===== src/hsu_pkg.sv =====
// Types and constants of the hypotenuse square-root unit.
package hsu_pkg;

  localparam int LEG_BITS  = 16;
  localparam int FRAC_BITS = 16;
  localparam int HYP_BITS  = LEG_BITS + 1 + FRAC_BITS;
  localparam int SQ_BITS   = 2 * LEG_BITS;
  localparam int SUM_BITS  = SQ_BITS + 1;
  // Radicand is padded to whole bit pairs; fraction pairs shift in as zeros.
  localparam int RAD_BITS  = 2 * ((SUM_BITS + 1) / 2);
  localparam int REM_BITS  = HYP_BITS + 1;
  localparam int WORK_BITS = REM_BITS + 2;
  // One cell per root bit.
  localparam int DIGITS    = HYP_BITS;
  // Square stage, sum stage, then the cell row.
  localparam int LATENCY   = DIGITS + 2;

  typedef struct packed {
    logic [LEG_BITS-1:0] leg_a;
    logic [LEG_BITS-1:0] leg_b;
  } in_t;

  typedef struct packed {
    logic [HYP_BITS-1:0] hypotenuse;
    logic                legs_invalid;
  } out_t;

  // Partial state that moves from one cell to the next.
  typedef struct packed {
    logic                valid;
    logic                invalid;
    logic [RAD_BITS-1:0] rad;
    logic [REM_BITS-1:0] rem;
    logic [HYP_BITS-1:0] root;
  } cell_t;

endpackage


===== src/hsu_front.sv =====
// Front end: squares the legs, sums them and flags a zero leg.
module hsu_front (
  input  logic          clk,
  input  logic          rst_n,
  input  logic          accept,
  input  hsu_pkg::in_t  in_data,
  output hsu_pkg::cell_t cell_out
);

  logic                         sq_valid_r;
  logic                         sq_invalid_r;
  logic [hsu_pkg::SQ_BITS-1:0]  sq_a_r;
  logic [hsu_pkg::SQ_BITS-1:0]  sq_b_r;
  logic [hsu_pkg::SQ_BITS-1:0]  leg_a_ext;
  logic [hsu_pkg::SQ_BITS-1:0]  leg_b_ext;
  logic                         sum_valid_r;
  logic                         sum_invalid_r;
  logic [hsu_pkg::SUM_BITS-1:0] sum_r;
  logic [hsu_pkg::SUM_BITS-1:0] sum_nxt;

  // Widen the legs to the square width before the multiply.
  assign leg_a_ext = {{(hsu_pkg::SQ_BITS - hsu_pkg::LEG_BITS){1'b0}}, in_data.leg_a};
  assign leg_b_ext = {{(hsu_pkg::SQ_BITS - hsu_pkg::LEG_BITS){1'b0}}, in_data.leg_b};

  // Square both legs on transfer.
  always_ff @(posedge clk) begin
    if (!rst_n) begin
      sq_valid_r <= 1'b0;
    end else begin
      sq_valid_r <= accept;
    end
    sq_invalid_r <= (in_data.leg_a == '0) || (in_data.leg_b == '0);
    sq_a_r       <= leg_a_ext * leg_a_ext;
    sq_b_r       <= leg_b_ext * leg_b_ext;
  end

  // Drop the sum to zero for a zero leg, so the root comes out zero.
  always_comb begin
    sum_nxt = {1'b0, sq_a_r} + {1'b0, sq_b_r};
    if (sq_invalid_r) begin
      sum_nxt = '0;
    end
  end

  always_ff @(posedge clk) begin
    if (!rst_n) begin
      sum_valid_r <= 1'b0;
    end else begin
      sum_valid_r <= sq_valid_r;
    end
    sum_invalid_r <= sq_invalid_r;
    sum_r         <= sum_nxt;
  end

  assign cell_out.valid   = sum_valid_r;
  assign cell_out.invalid = sum_invalid_r;
  assign cell_out.rad     = {{(hsu_pkg::RAD_BITS - hsu_pkg::SUM_BITS){1'b0}}, sum_r};
  assign cell_out.rem     = '0;
  assign cell_out.root    = '0;

endmodule


===== config.mk =====
export PLATFORM = sky130hd
export DESIGN_NAME = hsu_front
export DESIGN_NICKNAME = d
export VERILOG_FILES = /design/src/hsu_pkg.sv /design/src/hsu_front.sv
export SDC_FILE = /design/constraint.sdc
export NUM_CORES = 1
export LEC_CHECK = 0
export BUFFER_PORTS_ARGS = -buffer_cell sky130_fd_sc_hd__clkbuf_2
export CAP_MARGIN = 40
export CORE_ASPECT_RATIO = 2
export CORE_UTILIZATION = 35
export CTS_BUF_LIST = sky130_fd_sc_hd__clkbuf_2 sky130_fd_sc_hd__clkbuf_4 sky130_fd_sc_hd__clkbuf_8
export CTS_CLUSTER_DIAMETER = 50
export DETAILED_ROUTE_END_ITERATION = 10
export SLEW_MARGIN = 20
export SYNTH_ARGS = -nofsm -noshare
export SYNTH_HDL_FRONTEND = slang
export SYNTH_SLANG_ARGS = --single-unit

===== constraint.sdc =====
create_clock -name clk -period 8.95 [get_ports clk]
set_clock_uncertainty 0.1 [all_clocks]
set_input_delay 1.3425 -clock clk [delete_from_list [all_inputs] [get_ports clk]]
set_output_delay 1.3425 -clock clk [all_outputs]
set_load 0.01 [all_outputs]

==> results.md <==
- Most common cell in the netlist: inv_1
- Area contributors post-synth: fa_1 34%, ha_1 15%, dfxtp_1 10%
- # fillers: roughly 5600
- Worst Tran Pin Value: 0.567 ns
- Antenna viol nets, final: 0
- Hold Fails Final Rpt: 0
- Max-slew violations: 0
- Worst reg-to-reg path cell count: 8
- Clk root buf: clkbuf_8
- Core Box Area: 0.0544 mm^2
- DR vias: 14235
- Reg-to-reg startpoint: sq_a_r[18]$_DFF_P_
- Ys flop type: dfxtp_1
- DRC: 3
- HP Class: reg -> reg
- Global-route wire length before repair: 81900 um
- HPWL Detailed: 42900 um
- Wire per inst: between 15 and 20 um
- Max Clk Rate: 139 MHz
- Post-CTS Setup Bufs: 0
- H-tree depth: 3
- Syn. warnings: 0
- Cell area after synthesis: between 0.015 and 0.02 mm^2
- Number of global-route vias before repair: 16266
- RePlAce Congestion: 0.918
- Share of the synthesized area in the top cell type: 0.338
- Worst hold path endpoint: sum_valid_r$_SDFF_PN0_
- Num CTS Buffers: 9
- Kind of critical path: in -> reg
- Area leader, netlist: fa_1
- Failing checks: design-rule violations
- Die area: 0.0558 mm^2
- Nature of the critical path endpoint: flip-flop
- Vias per cell: 4.97
- Commonest cells post-synth: 487 x inv_1, 324 x fa_1, 234 x ha_1
- Synth Area per Inst: 8.88 um^2
- Minimum clock period: 7.19 ns
- Final core occ: 0.370
- Total global routing overflow: 0
- FFs w/ async S/R, synth: 0
- Startpoint types: input pin
- # IOs: 138
- Crit path DAT: 7.38 ns
- Slack of the critical path: 1.76 ns
- CTS resizes: 0
- CTS tree: done
- Synth Instances: 2160
- Drt first pass iters: 10
- Clock transition at the registers of the reported paths: 0.10 ns
- # nets final: 2774
- Status: finished, violations left
- Layout area overhead: 4.69%
- Final Cycle Share: 0.804
- I/O Buffers: 69
- Worst-Skew Late Latency: 0.40 ns
- Final wirelength: 49600 um
- Slew HR: 0.612
- Clock Path Buffers: 2
- Layout cells sized above 1: 0.0544
- Number of enable flip-flop cells after synthesis: 0
- Die Ht: 333 um
- Yosys reg bits: between 90 and 100
- Hold Startpoint: sq_valid_r$_SDFF_PN0_
- Starting DRT DRC Count: 552
- Max-cap viol count: 0
- Total track usage: 0.188
- Chip Width: 168 um
- Hold path cells: 1
- Antenna violations before repair: 0
- Final setup viols: 0
- Hold bufs inserted after CTS: 0
- Core Rows: 121
- Largest net degree at the start of global routing: 42
- Register area share after synthesis: 0.103
- Ant diodes: 0
- Worst Path Max Fanout: 18
- Clock tree sinks: 99
- Initial Utilization: 0.353
- Pre-CTS setup slack: between 1 and 1.5 ns
- Capturing point of the worst reg2reg path: sum_r[31]$_SDFF_PP0_
- RSZ-0062 raised after global routing: false
- Flop2flop setup slack: 6.24 ns
- Yosys cell types: 76
- Fin Setup TNS: 0 ns
- Required @ worst endpoint: 9.14 ns
==> critical path, cell delays in order <==
cell and delay, ns:
clkbuf_2 0.40, nand2_1 0.20, fa_1 0.57, inv_1 0.05, fa_1 0.53, fa_1 0.45, fa_1 0.51, fa_1 0.50
inv_1 0.05, fa_1 0.49, inv_1 0.05, ha_1 0.37, a21o_1 0.19, a21oi_1 0.43, o22ai_1 0.15, a211oi_2 0.29
nor2_1 0.08, or4_1 0.47, and4_1 0.23
==> state kept, by name (all words and copies together), names as in the netlist <==
name / flops
sum_r: 33
sum_valid_r: 1
sum_invalid_r: 1
sq_a_r: 31
sq_b_r: 31
sq_valid_r: 1
sq_invalid_r: 1
==> final cells by class <==
class | instances | area (um^2) | share of cell area
clock buffer | 10 | 138 | 0.00685
clock inverter | 6 | 57.6 | 0.00287
inverter | 487 | 1830 | 0.0910
multi-input combinational | 1513 | 14900 | 0.741
sequential | 99 | 1980 | 0.0987
tap | 676 | 846 | 0.0421
timing repair buffer | 71 | 360 | 0.0179
==> cell usage in the layout (no fill, tap or decap), drive strengths merged, types with 5 or more instances in the layout <==
cell type	netlist	routed
or3	9	9
a211oi	12	12
ha	234	234
fa	324	324
a31oi	9	9
nor2b	20	20
a311oi	5	5
nor4	9	9
a21oi	89	89
mux2	6	6
nand4	14	14
xor2	30	30
and3	12	12
conb	1	68
clkbuf	55	79
o21bai	14	14
a31o	6	6
nand2b	12	12
nand2	195	195
and2	82	82
nor2	103	103
nand3	16	16
or2	9	9
inv	487	489
o22ai	5	5
o21a	10	10
xnor2	64	64
nor3	14	14
a21o	45	45
dfxtp	99	99
o21ai	45	45
==> per-layer routing <==
metal / up-vias / GRT usage / wire length, um
met4: 0 / 0.107 / 2810
met2: 396 / 0.392 / 29100
met1: 7066 / 0.171 / 16400
li1: 6608 / - / -
met5: - / 0 / 0
met3: 165 / 0.0160 / 1280
==> cell families (layout without fill, tap and decap cells) <==
group,after synthesis,after routing,synth area share
fa+ha+maj,558,558,0.491
flops,99,99,0.103
compound gates,277,277,0.0967
xor+xnor,94,94,0.0429
simple gates,507,507,0.127
other cells,1,68,0.000195
mux,9,9,0.00509
buf+inv,615,574,0.135
==> how the worst max path moves through the flow <==
stage | start | endpoint | slack [ns] | depth (start not counted)
after global placement | in_data[22] | sq_a_r[29]$_DFF_P_ | 1.47 | 19
after floorplan | in_data[21] | sq_a_r[29]$_DFF_P_ | 1.95 | 20
after global routing | in_data[24] | sq_a_r[27]$_DFF_P_ | 1.46 | 23
final | in_data[22] | sq_a_r[29]$_DFF_P_ | 1.76 | 19
after detailed placement | in_data[22] | sq_a_r[29]$_DFF_P_ | 1.43 | 19
after CTS | in_data[24] | sq_a_r[21]$_DFF_P_ | 1.84 | 23
==> stage by stage <==
stage,hold slack (ns),cells,cell area [um^2]
after floorplan,0.272,2227,19400
after global placement,0.316,2846,19900
final,0.342,2862,20100
after global routing,0.361,2862,20100
after CTS,0.349,2862,20100
after detailed placement,0.323,2846,19900
Power is not shown: default switching activity piles up to over one toggle a cycle in this logic, so the estimate is an artifact.
