--- config.mk ---
export PLATFORM = sky130hd
export DESIGN_NAME = hsu_cell
export DESIGN_NICKNAME = d
export VERILOG_FILES = /design/src/hsu_pkg.sv /design/src/hsu_cell.sv
export SDC_FILE = /design/constraint.sdc
export NUM_CORES = 1
export LEC_CHECK = 0
export CELL_PAD_IN_SITES_DETAIL_PLACEMENT = 1
export CELL_PAD_IN_SITES_GLOBAL_PLACEMENT = 1
export CORE_MARGIN = 2
export CORE_UTILIZATION = 41
export DETAILED_ROUTE_END_ITERATION = 10
export DONT_BUFFER_PORTS = 1
export MAX_ROUTING_LAYER = met4
export PLACE_DENSITY = 0.83
export SLEW_MARGIN = 15
export SYNTH_ARGS = -nofsm -noshare
export SYNTH_HDL_FRONTEND = slang
export SYNTH_SLANG_ARGS = --single-unit
--- constraint.sdc ---
create_clock -name clk -period 2.3 [get_ports clk]
set_clock_uncertainty 0.15 [all_clocks]
set_input_delay 0.115 -clock clk [delete_from_list [all_inputs] [get_ports clk]]
set_output_delay 0.115 -clock clk [all_outputs]
set_load 0.02 [all_outputs]
--- src/hsu_pkg.sv ---
// Types and constants of the hypotenuse square-root unit.
package hsu_pkg;

  localparam int LEG_BITS  = 16;
  localparam int FRAC_BITS = 16;
  localparam int HYP_BITS  = LEG_BITS + 1 + FRAC_BITS;
  localparam int SQ_BITS   = 2 * LEG_BITS;
  localparam int SUM_BITS  = SQ_BITS + 1;
  // Radicand is padded to whole bit pairs; fraction pairs shift in as zeros.
  localparam int RAD_BITS  = 2 * ((SUM_BITS + 1) / 2);
  localparam int REM_BITS  = HYP_BITS + 1;
  localparam int WORK_BITS = REM_BITS + 2;
  // One cell per root bit.
  localparam int DIGITS    = HYP_BITS;
  // Square stage, sum stage, then the cell row.
  localparam int LATENCY   = DIGITS + 2;

  typedef struct packed {
    logic [LEG_BITS-1:0] leg_a;
    logic [LEG_BITS-1:0] leg_b;
  } in_t;

  typedef struct packed {
    logic [HYP_BITS-1:0] hypotenuse;
    logic                legs_invalid;
  } out_t;

  // Partial state that moves from one cell to the next.
  typedef struct packed {
    logic                valid;
    logic                invalid;
    logic [RAD_BITS-1:0] rad;
    logic [REM_BITS-1:0] rem;
    logic [HYP_BITS-1:0] root;
  } cell_t;

endpackage

--- src/hsu_cell.sv ---
// One cell of the square-root row: retires one radicand pair, one root bit.
module hsu_cell (
  input  logic           clk,
  input  logic           rst_n,
  input  hsu_pkg::cell_t cell_in,
  output hsu_pkg::cell_t cell_out
);

  logic [1:0]                    pair;
  logic [hsu_pkg::WORK_BITS-1:0] work;
  logic [hsu_pkg::WORK_BITS-1:0] trial;
  logic [hsu_pkg::WORK_BITS-1:0] diff;
  logic                          bit_set;
  logic [hsu_pkg::REM_BITS-1:0]  rem_nxt;
  logic [hsu_pkg::HYP_BITS-1:0]  root_nxt;
  logic [hsu_pkg::RAD_BITS-1:0]  rad_nxt;
  logic                          valid_r;
  logic                          invalid_r;
  logic [hsu_pkg::RAD_BITS-1:0]  rad_r;
  logic [hsu_pkg::REM_BITS-1:0]  rem_r;
  logic [hsu_pkg::HYP_BITS-1:0]  root_r;

  // Bring in the top pair and test the trial subtrahend 4*root+1.
  always_comb begin
    pair     = cell_in.rad[hsu_pkg::RAD_BITS-1 -: 2];
    work     = {cell_in.rem, pair};
    trial    = {1'b0, cell_in.root, 2'b01};
    diff     = work - trial;
    bit_set  = (work >= trial);
    rem_nxt  = bit_set ? diff[hsu_pkg::REM_BITS-1:0] : work[hsu_pkg::REM_BITS-1:0];
    root_nxt = {cell_in.root[hsu_pkg::HYP_BITS-2:0], bit_set};
    rad_nxt  = {cell_in.rad[hsu_pkg::RAD_BITS-3:0], 2'b00};
  end

  // Advance to the next cell every cycle.
  always_ff @(posedge clk) begin
    if (!rst_n) begin
      valid_r <= 1'b0;
    end else begin
      valid_r <= cell_in.valid;
    end
    invalid_r <= cell_in.invalid;
    rad_r     <= rad_nxt;
    rem_r     <= rem_nxt;
    root_r    <= root_nxt;
  end

  assign cell_out.valid   = valid_r;
  assign cell_out.invalid = invalid_r;
  assign cell_out.rad     = rad_r;
  assign cell_out.rem     = rem_r;
  assign cell_out.root    = root_r;

endmodule

==> results of run 1 <==
cells in the mapped netlist (all sizes together), types with 2 or more instances:
master and count:
or3 2, o21ai 25, o21a 6, a21o 16
inv 50, a211o 2, nand2 29, buf 16
nand3 8, nor4 3, ha 35, nand4 10
dfxtp 101, nor2 35, and3 2, a31oi 3
o31a 2, nand2b 4, nor3 8, a2111oi 2
a211oi 3, a21oi 47, o31ai 4, o211ai 5
o21bai 3, xnor2 18, and2 2, and4 2
clkbuf 3, xor2 10
power by group:
group	internal (uW)	switching [uW]
Sequential	1940	349
Clock	430	696
Combinational	538	588
cells by family after synthesis:
group,Yosys count,share of synthesized area
adder cells (fa/ha/maj),35,0.100
AND/OR/NAND/NOR,109,0.116
multiplexers,1,0.00257
AO/OA/AOI/OAI,130,0.191
flip-flops,101,0.462
other,1,0.000857
XOR/XNOR,28,0.0560
buffers and inverters,69,0.0709
cell type report:
cell class,instances,area [um2]
clock buffers,10,138
clock inverters,6,46.3
fillers,1126,4060
inverters,50,190
multi-input cells,305,2160
flip-flops and latches,101,2020
well taps,136,170
repair buffers,172,1540
stage by stage:
step / power [uW] / TNS [ps]
after detailed placement: 3180 / -5990
after floorplan: 2850 / -10.4
after CTS: 4360 / 0
after global placement: 3140 / -3220
final: 4540 / 0
after global routing: 4690 / -347
routing by layer:
layer / up-vias / global-route usage / share of wire
met1: 2099 / 0.340 / 0.37
met4: 0 / 0.180 / 0.062
met3: 87 / 0.0738 / 0.072
li1: 1957 / - / -
met5: - / - / 0
met2: 274 / 0.571 / 0.50
worst paths after layout:
kind	endpoint	cells after the start	start	slack, ps
max	rem_r[2]	11	cell_in[2]	30
min	rem_r[0]	1	cell_in[99]	-300
flip-flops by register name (all words and copies together), names as in the netlist:
register,count
root_r,33
rem_r,34
rad_r,32
invalid_r,1
valid_r,1
timing repair:
item,in CTS,in global routing
hold buffers,98,2
gates resized for setup,0,9
endpoints found under the hold margin,100,4
buffers inserted,0,1
setup endpoints to repair,0,15
==> results.cfg, run 1 <==
[outcome]
status = complete, but fails checks
violations = negative hold slack

[global_route]
grt_pass1_vias = 4892
grt_pass1_wl_mm = 27.8
antenna_found_initial = 0
grt_usage = 0.327
grt_max_degree = 18
overflow = 0

[floorplan]
core_area_um2 = 10300
rows = 37
dieWidth_um = 107
dieArea_um2 = 11500
io_pins = 208
die_y_um = 107
start_util = 0.424

[timing]
hold_violations = 2
fin_crit_ps = 2270
finalSetupViolations = 0
whs_ps = -305
fmax_mhz = 440
fin_ws_ps = 25.3
slew_violations = 0
period_share = 0.989

[clocking]
path_clk_slew_ps = 110
clkSinkCount = 101
numCtsBuffers = 9
cts.path.max_buffers = 2
cts_tree = yes
clockRootBuffer = clkbuf_8
htree_levels = 3

[synth]
ys_types = 55
ys_ff_latch = 101
synth.area.top_cells = dfxtp_1 46%, ha_1 10%, a21oi_1 5.4%
syn_avg_cell_area_um2 = 9.23
synth_seq_area_share = 0.462
syn_area_um2 = 4380
synth.top_cell.area_share = 0.462
synth_area_leader_cell = dfxtp_1
postSynthCellCount = 474
ys_warn_count = 0
synth-async-reset-ratio = 0
synth-edff-count = 0
synth_ff_type = dfxtp_1

[drt]
drt.antenna.violating_nets = 0
drt_iter0_drc = 237
avgViaCountPerCell = 5.66
dr.pass1.iters = 4
wl_mm = 18.9
dr_total_vias = 4417
post-route-drc-count = 0
drt-wirelength-per-cell_um = 24.3

[power]
power.static_leakage_uw = 0.00285
p_per_area_nw_per_um2 = 725
peakVddDrop_v = 0.000464

[min_path]
hold_path.class = input port to register

[setup_path]
path_class = input port to register
startpoint_type = input port
end_kind = register
slowest_delay_ps = 600
crit_required_ps = 2400
worstPathCellList = inv_1 -> ha_1 -> or4_4 -> o21ai_4 -> a21boi_2 -> o311ai_2 -> and2_2 -> inv_4 -> buf_4 -> nor2_1 -> a21oi_1
arrival_ps = 2380
crit_buf_inv = 3
crit_fanout = 10
critPathTopFamily = simple AND/OR/NAND/NOR gates
slowest_stage = or4_4

[placement]
dpl_cell_area_um2 = 5040
dp_hpwl_mm = 11.1
post-place-ws_ps = -253
portBuffers = 0
dp.cells = 663
routabilityCongestion = 0.864

[final_layout]
diodes = 0
final_cell_area_um2 = 6270
final_cells = 780
syn_to_final_growth_pct = 43.2
final_layout_size_suffix_gt1_frac = 0.172
nNetsFinal = 779
final_common_cell = dfxtp_1
final_cell_mix = 101 x dfxtp_1, 100 x dlygate4sd3_1, 72 x buf_4
finalCoreUtilization = 0.607

[run]
max_cap_viol_count = 0
Note: power is estimated with default switching activity, not from simulation.
==> inputs of run 2 (changes only) <==
ABC_AREA = 0   (was unset)
CORE_UTILIZATION = 40   (was 41)
PLACE_DENSITY = 0.82   (was 0.83)
==> results.cfg, run 2 (synthesis gave the netlist of run 1 again) <==
[placement]
routabilityCongestion = 0.850
dp.cells = 662
dp_hpwl_mm = 10.8
dpl_cell_area_um2 = 5020
portBuffers = 0

[final_layout]
final_cell_area_um2 = 6310
reg_top3 = rem_r x34, root_r x33, rad_r x32
largest_reg_flops = 34
final_cells = 777
syn_to_final_growth_pct = 44.3
finalCoreUtilization = 0.587
nNetsFinal = 772
final_common_cell = dfxtp_1
final_cell_mix = 101 x dfxtp_1, 98 x dlygate4sd3_1, 65 x buf_4
regMostFlops = rem_r
fillCellCount = 1215
final_layout_size_suffix_gt1_frac = 0.170
diodes = 0

[floorplan]
io_pins = 208
dieArea_um2 = 11800
die_y_um = 109
dieWidth_um = 109
start_util = 0.407
rows = 38
core_area_um2 = 10700

[drt]
avgViaCountPerCell = 5.39
dr_total_vias = 4188
drt.antenna.violating_nets = 0
dr.pass1.iters = 4
post-route-drc-count = 0
drt_iter0_drc = 184
drt-wirelength-per-cell_um = 22.4
wl_mm = 17.4

[clocking]
numCtsBuffers = 9
htree_levels = 3
path_clk_slew_ps = 110
clkSinkCount = 101
cts.path.max_buffers = 2
cts_tree = yes
clockRootBuffer = clkbuf_8
ctsHoldBuffers = 98

[min_path]
hold_path.class = input port to register

[setup_path]
path_class = input port to register
slowest_stage = dlygate4sd3_1
slowest_delay_ps = 610
crit_fanout = 12
arrival_ps = 2440
startpoint_type = input port
worstPathCellList = dlygate4sd3_1 -> ha_4 -> nand3_1 -> nor4_2 -> a211oi_2 -> and2_4 -> inv_2 -> buf_6 -> nor2_1 -> nor3_2
end_kind = register
crit_required_ps = 2440

[global_route]
grt_pass1_wl_mm = 25.6
grt_pass1_vias = 4715
overflow = 0
grt_max_degree = 23
grt_usage = 0.296
antenna_found_initial = 0

[timing]
slew_violations = 0
fin_ws_ps = -1.87
fmax_mhz = 434
finalSetupViolations = 1
hold_violations = 4
period_share = 1.00
fin_crit_ps = 2300
whs_ps = -336
fin_tns_setup_ps = -1.87

[power]
power.static_leakage_uw = 0.00286
p_per_area_nw_per_um2 = 745
peakVddDrop_v = 0.000390

[run]
max_cap_viol_count = 0

[outcome]
status = complete, but fails checks
violations = negative hold slack, negative setup slack
run 2: what timing repair did:
item,4_1_cts,5_1_grt
resized for setup,0,14
hold endpoints to repair,100,4
setup endpoints to repair,0,20
setup buffers,0,1
run 2: stage by stage:
stage	total power, uW	worst slack, ps
6_report	4700	-1.87
5_1_grt	4890	-76.1
4_1_cts	4600	77.0
3_5_place_dp	3170	-311
3_3_place_gp	3140	-222
2_1_floorplan	2850	-8.95
run 2: critical path: cells and delay by family:
| kind | cells | cell delay, ps |
|---|---|---|
| and+or+nand+nor | 5 | 980 |
| buffers and inverters | 3 | 910 |
| adders and majority gates | 1 | 320 |
| AOI/OAI and AO/OA | 1 | 120 |
run 2: per-layer routing:
layer / routed length [um] / share of wire / track usage
met1: 6100 / 0.35 / 0.284
met2: 9260 / 0.53 / 0.534
met3: 1180 / 0.068 / 0.0741
met4: 840 / 0.048 / 0.171
met5: 0 / 0 / -
run 2: final cells by class:
type / count / area [um2] / area share
clock buffer: 10 / 128 / 0.0202
multi-input combinational: 305 / 2200 / 0.349
sequential: 101 / 2020 / 0.320
inverter: 50 / 188 / 0.0297
timing repair buffer: 165 / 1500 / 0.238
clock inverter: 6 / 97.6 / 0.0155
tap: 140 / 175 / 0.0278
run 2: final timing paths:
kind	from	to	slack, ps	cells after the start
setup / recovery	cell_in[63]	rem_r[33]	-2	10
hold / removal	cell_in[99]	rem_r[0]	-340	1
run 2: where the power goes:
part / total (uW) / internal (uW) / leakage (uW) / switching, uW
registers: 2280 / 1940 / 0.000852 / 339
clock network: 1330 / 634 / 0.000114 / 696
logic: 1090 / 535 / 0.00189 / 554
==> inputs of run 3 (changes only) <==
--- a/config.mk
+++ b/config.mk
@@ -15,3 +15,3 @@
 export MAX_ROUTING_LAYER = met4
-export PLACE_DENSITY = 0.82
+export PLACE_DENSITY = 0.79
 export SLEW_MARGIN = 15
==> constraint.sdc (replaced) <==
create_clock -name clk -period 2.82 [get_ports clk]
set_clock_uncertainty 0.15 [all_clocks]
set_input_delay 0.423 -clock clk [delete_from_list [all_inputs] [get_ports clk]]
set_output_delay 0.423 -clock clk [all_outputs]
set_load 0.02 [all_outputs]
==> results.cfg, run 3 (synthesis gave the netlist of run 1 again) <==
[outcome]
status = completed

[setup_path]
crit_required_ps = 2950
cp-startpoint = cell_in[11]
arrival_ps = 2710
startpoint_type = input port
crit_fanout = 4
path_class = input port to register
end_kind = register

[clocking]
cts.path.max_buffers = 2
clockRootBuffer = clkbuf_8
numCtsBuffers = 9
path_clk_slew_ps = 100
htree_levels = 3
clkSinkCount = 101
cts_tree = yes

[power]
p_per_area_nw_per_um2 = 613
power.static_leakage_uw = 0.00261
peakVddDrop_v = 0.000373

[timing]
fmax_mhz = 388
finalSetupViolations = 0
hold_violations = 0
period_share = 0.914
rsz0062_at_grt = false
slew_violations = 0
fin_crit_ps = 2580

[global_route]
antenna_found_initial = 0
grt_pass1_vias = 4116
overflow = 0
grt_pass1_wl_mm = 20.6
grt_usage = 0.233
grt_max_degree = 22

[drt]
dr.pass1.iters = 4
drt-wirelength-per-cell_um = 18.4
post-route-drc-count = 0
drt_iter0_drc = 121
wl_mm = 13.4
avgViaCountPerCell = 5.19
drt.antenna.violating_nets = 0
dr_total_vias = 3771

[min_path]
whs_endpoint = rem_r[19]
min_from = cell_in[50]
hold_path.class = input port to register
worstHoldPathCells = 2

[floorplan]
rows = 38
io_pins = 208
die_y_um = 109
core_area_um2 = 10700
dieArea_um2 = 11800
start_util = 0.407
dieWidth_um = 109

[final_layout]
reg_top3 = rem_r x34, root_r x33, rad_r x32
syn_to_final_growth_pct = 30.8
fillCellCount = 1234
regMostFlops = rem_r
nNetsFinal = 722
final_layout_size_suffix_gt1_frac = 0.112
diodes = 0
final_cell_mix = 101 x dfxtp_1, 72 x dlygate4sd3_1, 49 x inv_1
final_cell_area_um2 = 5720
final_common_cell = dfxtp_1
finalCoreUtilization = 0.533
largest_reg_flops = 34

[placement]
routabilityCongestion = 0.844
dpl_cell_area_um2 = 4790
dp_hpwl_mm = 9.90
portBuffers = 0

[run]
max_cap_viol_count = 0
-- run 3: cell count changes in the layout (fill, tap and decap cells not counted), sizes merged --
cell	before	now
buf	67	43
bufinv	2	0
clkbuf	10	9
dlygate4sd3	98	72
inv	54	53
clkinv	0	4
-- run 3: final cells by class --
type                    instances  area (um2)  share of cell area
multi-input cells             305        2050               0.358
repair buffers                115        1080               0.189
well taps                     140         175              0.0306
inverters                      50         188              0.0328
clock inverters                 7        86.3              0.0151
flip-flops and latches        101        2020               0.353
clock buffers                   9         124              0.0216
-- run 3: per-layer routing --
metal / vias up / wire, um / global-route usage
met4: 0 / 203 / 0.0659
met3: 14 / 986 / 0.0615
li1: 1843 / - / -
met1: 1779 / 5140 / 0.240
met2: 135 / 7060 / 0.432
met5: - / 0 / -
-- run 3: repair_timing --
| action | in CTS | in global routing |
|---|---|---|
| hold endpoints to repair | 70 | 1 |
| setup buffers | 0 | 0 |
| resized for setup | 0 | 0 |
| hold buffers | 70 | 2 |
-- run 3: critical path, stage by stage --
cell	delay (ps)
inv_1	20
ha_1	360
buf_4	140
nand4_1	130
buf_4	170
or3_1	360
o311a_1	150
a2111oi_2	360
o41ai_1	150
and3_1	200
o31ai_1	240
-- run 3: how the worst max path moves through the flow --
stage                           end  slack (ps)
after floorplan           rem_r[33]         120
after global placement    rem_r[26]         -60
after detailed placement  rem_r[26]         -90
after CTS                 rem_r[26]         250
after global routing      rem_r[26]          50
final                     rem_r[26]         240
-- run 3: power by group --
group          leakage (uW)  total [uW]  internal [uW]  switching, uW
Clock              0.000105         926            357            569
Combinational       0.00166         732            359            373
Sequential         0.000852        1850           1580            264
-- run 3: metrics by stage --
stage	total power [uW]	worst slack, ps	instances	hold slack, ps	setup TNS (ps)
global route	3690	54.1	727	17.0	0
finish	3510	243	727	10.3	0
detailed placement	2530	-91.2	639	301	-750
global placement	2500	-63.7	639	301	-64.1
CTS	3530	254	725	2.58	0
floorplan	2310	123	475	301	0
